--- src/hw/rtl/blal_pkg.sv ---
package blal_pkg;

  // default list depth
  localparam int unsigned CAPACITY_DEF = 16;

  // beat field widths
  localparam int unsigned CMD_W     = 4;
  localparam int unsigned POS_W     = 4;
  localparam int unsigned VAL_W     = 32;
  localparam int unsigned STAT_W    = 2;
  localparam int unsigned CNT_OUT_W = 5;

  // tdata widths, padded to whole bytes
  localparam int unsigned IN_TDATA_W  = 40;
  localparam int unsigned OUT_TDATA_W = 40;

  typedef enum logic [CMD_W-1:0] {
    CMD_INS_FRONT = 4'd0,
    CMD_INS_BACK  = 4'd1,
    CMD_INS_AT    = 4'd2,
    CMD_DEL_FRONT = 4'd3,
    CMD_DEL_BACK  = 4'd4,
    CMD_DEL_AT    = 4'd5,
    CMD_ROT_LEFT  = 4'd6,
    CMD_ROT_RIGHT = 4'd7,
    CMD_SORT      = 4'd8,
    CMD_READ_AT   = 4'd9
  } cmd_t;

  typedef enum logic [STAT_W-1:0] {
    ST_OK     = 2'd0,
    ST_FULL   = 2'd1,
    ST_EMPTY  = 2'd2,
    ST_BADPOS = 2'd3
  } status_t;

  typedef enum logic [1:0] {
    S_IDLE,
    S_EXEC,
    S_SORT,
    S_SORT_DONE
  } state_t;

  // controller -> datapath
  typedef struct packed {
    logic capture;
    logic exec;
    logic sort_start;
    logic sort_step;
    logic sort_finish;
  } dp_cmd_t;

  // datapath -> controller
  typedef struct packed {
    logic is_sort;
    logic sort_needed;
    logic sort_last;
  } dp_stat_t;

endpackage

--- src/hw/rtl/blal_ctrl.sv ---
module blal_ctrl (
  input  logic               clk,
  input  logic               rst_n,
  input  logic               in_valid,
  output logic               in_ready,
  output logic               out_valid,
  input  logic               out_ready,
  input  blal_pkg::dp_stat_t stat,
  output blal_pkg::dp_cmd_t  ctl
);

  blal_pkg::state_t state_r, state_nxt;
  logic             out_valid_r, out_valid_nxt;
  logic             slot_free;
  logic             load;

  assign slot_free = !out_valid_r || out_ready;

  always_ff @(posedge clk) begin
    if (!rst_n) begin
      state_r     <= blal_pkg::S_IDLE;
      out_valid_r <= 1'b0;
    end else begin
      state_r     <= state_nxt;
      out_valid_r <= out_valid_nxt;
    end
  end

  always_comb begin
    state_nxt = state_r;
    ctl       = '0;
    in_ready  = 1'b0;
    load      = 1'b0;
    unique case (state_r)
      blal_pkg::S_IDLE: begin
        in_ready = 1'b1;
        if (in_valid) begin
          ctl.capture = 1'b1;
          state_nxt   = blal_pkg::S_EXEC;
        end
      end
      blal_pkg::S_EXEC: begin
        if (stat.is_sort && stat.sort_needed) begin
          ctl.sort_start = 1'b1;
          state_nxt      = blal_pkg::S_SORT;
        end else if (slot_free) begin
          ctl.exec  = 1'b1;
          load      = 1'b1;
          state_nxt = blal_pkg::S_IDLE;
        end
      end
      blal_pkg::S_SORT: begin
        ctl.sort_step = 1'b1;
        if (stat.sort_last) begin
          state_nxt = blal_pkg::S_SORT_DONE;
        end
      end
      blal_pkg::S_SORT_DONE: begin
        if (slot_free) begin
          ctl.sort_finish = 1'b1;
          load            = 1'b1;
          state_nxt       = blal_pkg::S_IDLE;
        end
      end
      default: begin
        state_nxt = blal_pkg::S_IDLE;
      end
    endcase
  end

  always_comb begin
    if (load) begin
      out_valid_nxt = 1'b1;
    end else if (out_ready) begin
      out_valid_nxt = 1'b0;
    end else begin
      out_valid_nxt = out_valid_r;
    end
  end

  assign out_valid = out_valid_r;

endmodule

--- config.mk ---
export PLATFORM = sky130hd
export DESIGN_NAME = blal_ctrl
export DESIGN_NICKNAME = d
export VERILOG_FILES = /design/src/hw/rtl/blal_pkg.sv /design/src/hw/rtl/blal_ctrl.sv
export SDC_FILE = /design/constraint.sdc
export NUM_CORES = 1
export LEC_CHECK = 0
export BUFFER_PORTS_ARGS = -buffer_cell sky130_fd_sc_hd__buf_2
export CORE_AREA = 2 2 39 41
export CTS_BUF_LIST = sky130_fd_sc_hd__clkbuf_16
export DETAILED_ROUTE_END_ITERATION = 12
export DIE_AREA = 0 0 41 43
export HOLD_SLACK_MARGIN = 0.06
export PLACE_DENSITY_LB_ADDON = 0.08
export SETUP_SLACK_MARGIN = 0.15
export SYNTH_ARGS = -nofsm -noshare
export SYNTH_HDL_FRONTEND = slang
export SYNTH_SLANG_ARGS = --single-unit
--- constraint.sdc ---
create_clock -name clk -period 2.05 [get_ports clk]
set_clock_uncertainty 0.2 [all_clocks]
set_input_delay 0.1025 -clock clk [delete_from_list [all_inputs] [get_ports clk]]
set_output_delay 0.1025 -clock clk [all_outputs]
set_load 0.01 [all_outputs]
-- Word-level counts from Yosys, hierarchy flattened
Cells that the tools add are included.
- equality and inequality tests: 5
- add/subtract/negate cells: 0
- divide/modulo/power cells: 0
- reductions and logical operators: 6
- bitwise logic cells: 0
- order comparisons: 0
- muxes and demuxes: 17
- shifts and indexed selects: 0
- $mul: 0
- operator list (cell ; count):
    two-way mux 1 bit ; 10
    two-way mux 2 bit ; 5
    one-hot mux 2 bit (4 select lines) ; 1
    == test 2 bit (second input constant) ; 2
    inequality test 2 bit (second input constant) ; 2
    == test 2 x 1 -> 1 bit (second input constant) ; 1
    logical NOT 2 bit ; 1
    one-hot mux 1 bit (2 select lines) ; 1
    AND reduction 2 bit ; 1
    nonzero test 2 bit ; 1
    logical AND 1 bit ; 1
    logical NOT 1 bit ; 1
    logical OR 1 bit ; 1
- bits of input ports: 7
- latch bits: 0
- register bits after elaboration: 3
- output and inout port bits: 7
- memories kept: 0
- memory bits (read-only): 0
- bits in writable memories: 0

-- Longest topological paths before layout
- depth after elaboration: 6
- mapped depth: 4
- gate-level depth less buffers: 3

-- Least setup slack after synthesis
No wires, ideal clock.
- path type: reg-to-output
- from: register state_r[0]
- to: output ctl[4] (netlist bit)
- setup slack: 928 ps
- cell stages (with the launch flop): 4
- buffers on the path: 1
- data arrival time: 819 ps
- cells stage by stage: dfxtp_1 -> buf_6 -> nor2_1 -> and2_1
- RTL lines (element ; line ; text):
    start, declared ; blal_ctrl.sv:12 ; blal_pkg::state_t state_r, state_nxt;
    start signal, assigned ; blal_ctrl.sv:21 ; state_r <= blal_pkg::S_IDLE;
    start signal, assigned ; blal_ctrl.sv:24 ; state_r <= state_nxt;
    end, declared ; blal_ctrl.sv:9 ; output blal_pkg::dp_cmd_t ctl

==> reports/metrics.csv <==
stage,metric,value,unit
outcome,status,"complete, no violations",
detailed_routing,via_count,224,
global_routing,grt_pass1_wl,897,um
min_path,hold_path_class,in2reg,
yosys,synth_top_area_cell,dfxtp_1,
yosys,synth_edf_count,0,
finish,area_delta_synth_final,88.0,%
timing,max_freq,647,MHz
power,vdd_drop_max,389,uV
power,share_comb_of_total_power,11.2,%
run,max-cap-violations,0,
critical_path,crit_buf_inv,3,
timing,slew_headroom,76.9,%
yosys,synthTopCellsByArea,"dfxtp_1 (29%), nand2b_4 (6.6%), nor2b_4 (6.6%)",
yosys,syn_area,208,sq um
detailed_routing,drt_iter0_drc,0,
global_routing,grt-busiest-layer,met2,
yosys,synthCells,21,
detailed_routing,via_per_inst,4.00,
yosys,ys_ff_latch,3,
timing,setup_viol,0,
power,leakage,0.000196,uW
yosys,synthesis.nets,28,
timing,worst_pin_slew,345,ps
finish,fin_nets,48,
yosys,synth_commonest_cells,"dfxtp_1 (3), nor2_1 (2)",
clock_network,cts.clk_slew.worst_paths,30,ps
finish,drive_gt1_share,55.0,%
global_routing,grt_overflow,0,
placement,place.gp.congestion,0.622,
yosys,yosysSeqAreaShare,28.9,%
detailed_routing,wl_per_cell,9.32,um
critical_path,start_kind,input pin,
power,p_int,343,uW
power,seqPwrFrac,17.0,%
finish,fin_area,390,sq um
critical_path,arrival,1240,ps
yosys,synth_top_area_share,28.9,%
floorplan,coreArea,1380,sq um
timing,whs,83.9,ps
critical_path,max_stage_delay,530,ps
global_routing,grt_pass1_vias,236,
detailed_routing,drc_errors,0,
yosys,synth.avg_cell_area,9.89,sq um
timing,layout_min_cycle_time,1550,ps
yosys,synth_most_common_cell,dfxtp_1,
detailed_routing,wl,522,um
global_routing,met3_usage,3.14,%
global_routing,antenna_found_initial,0,
placement,dp_hpwl,396,um
clock_network,cts_sinks,3,
yosys,async_flop_share,0,%
detailed_routing,ant_nets,0,
power,switchingPower,83.2,uW
clock_network,cts_tree,built,
power,power_density,1090,nW/um^2
floorplan,dieArea,1760,sq um
critical_path,path_max_fanout,5,
floorplan,die_w,41,um
finish,mostFrequentLayoutCell,buf_2,
finish,antennaDiodeCount,0,
critical_path,reg2reg_slack,870,ps
critical_path,crit_type,in2out,
floorplan,start_util,15.0,%
finish,mostFrequentLayoutCells,"buf_2 (13), clkbuf_16 (3), dlygate4sd3_1 (3), dfxtp_1 (3)",
critical_path,path_cells,"dlygate4sd3_1, buf_2, nand2b_4, and4b_2, buf_2",
yosys,yosysWarnings,0,
critical_path,cp_slowest_cell,dlygate4sd3_1,
clock_network,cts_buffers,3,
placement,dpl_cell_area,282,sq um
yosys,synth_cell_types,18,
power,clkPwrFrac,71.8,%
global_routing,grtUsageTotal,8.22,%
floorplan,die_y,43,um
global_routing,grtUsageMet2,10.6,%
critical_path,crit_path_frequent_cell,buf_2,
finish,fill_cells,154,
timing,min_period_over_period,75.4,%
floorplan,ios,14,
global_routing,grt_max_degree,11,
timing,maxSlewViolCount,0,
timing,tns,0,ps
global_routing,grtUsageMet1,8.63,%
timing,finalHoldViolations,0,
clock_network,clkLatencyLatePin,220,ps
clock_network,root_buffer,clkbuf_16,
critical_path,cp.required,1750,ps
timing,rsz0062_at_grt,no,
detailed_routing,firstDrtPassIters,1,
placement,io_buffer_count,13,
floorplan,rows,14,
power,switching_share,19.5,%
yosys,synth_ff_type,dfxtp_1,
critical_path,endpoint_kind,output pin,
critical_path,cp_top_family,buffers and inverters,
clock_network,cts_max_path_buffers,2,
clock_network,htreeDepth,1,
==> sequential cells by signal (all words and copies together), names as in the netlist <==
name,count
out_valid,1
state_r,2
==> layout make-up <==
type                       instances  area (sq um)  share of cell area (%)
tap                               16          20.0                    5.13
timing repair buffer              16          95.1                    24.4
multi-input combinational         16           133                    34.0
inverter                           1          3.75                   0.962
clock buffer                       3          75.1                    19.2
clock inverter                     1          3.75                   0.962
sequential                         3          60.1                    15.4
==> final timing paths <==
kind | end | startpoint | depth (start not counted)
worst max register to register | state_r[0]$_SDFFE_PN0P_ | state_r[0]$_SDFFE_PN0P_ | 2
worst min register to register | out_valid$_SDFFE_PN0P_ | out_valid$_SDFFE_PN0P_ | 2
worst max-delay path | ctl[3] | out_ready | 5
worst min-delay path | state_r[0]$_SDFFE_PN0P_ | stat[2] | 3
==> power by group through the flow <==
stage                     registers (uW)  clock network [uW]  logic, uW
after floorplan                     68.4                   0       34.6
after global placement              73.0                   0       44.7
after detailed placement            73.2                   0       44.5
after CTS                           72.6                 313       48.9
after global routing                74.2                 316       53.1
final                               72.5                 306       47.9
==> metrics by stage <==
| step | worst slack [ps] | cells | util, % | total power, uW |
|---|---|---|---|---|
| finish | 504 | 56 | 28.2 | 427 |
| detailed placement | 838 | 49 | 20.3 | 118 |
| global placement | 859 | 49 | 20.3 | 118 |
| floorplan | 928 | 21 | - | 103 |
| global route | 467 | 56 | 28.2 | 443 |
| CTS | 495 | 56 | 28.2 | 435 |
==> routing by layer <==
layer  wire, um  vias up  part of all wire, %
met5          0        -                    0
met4         16        0                  3.1
met3         42        2                  8.0
met2        251       10                   48
met1        211       99                   40
li1           -      113                    -
==> logic make-up after synthesis <==
logic type	after synthesis	synth area share, %
simple gates	9	36.7
compound gates	7	27.1
flops	3	28.9
buf+inv	2	7.23
==> tightest hold or removal path: cells and delay by family <==
family | cells | cell delay (ps)
buffers and inverters | 1 | 90
AO/OA/AOI/OAI | 2 | 270
==> what timing repair did <==
| item | in CTS | in global routing |
|---|---|---|
| hold buffers | 3 | 0 |
| endpoints found under the setup margin | 0 | 0 |
| resized for setup | 0 | 0 |
| setup buffers | 0 | 0 |
| hold endpoints to repair | 3 | 0 |
Note: power is estimated with default switching activity, not from simulation.
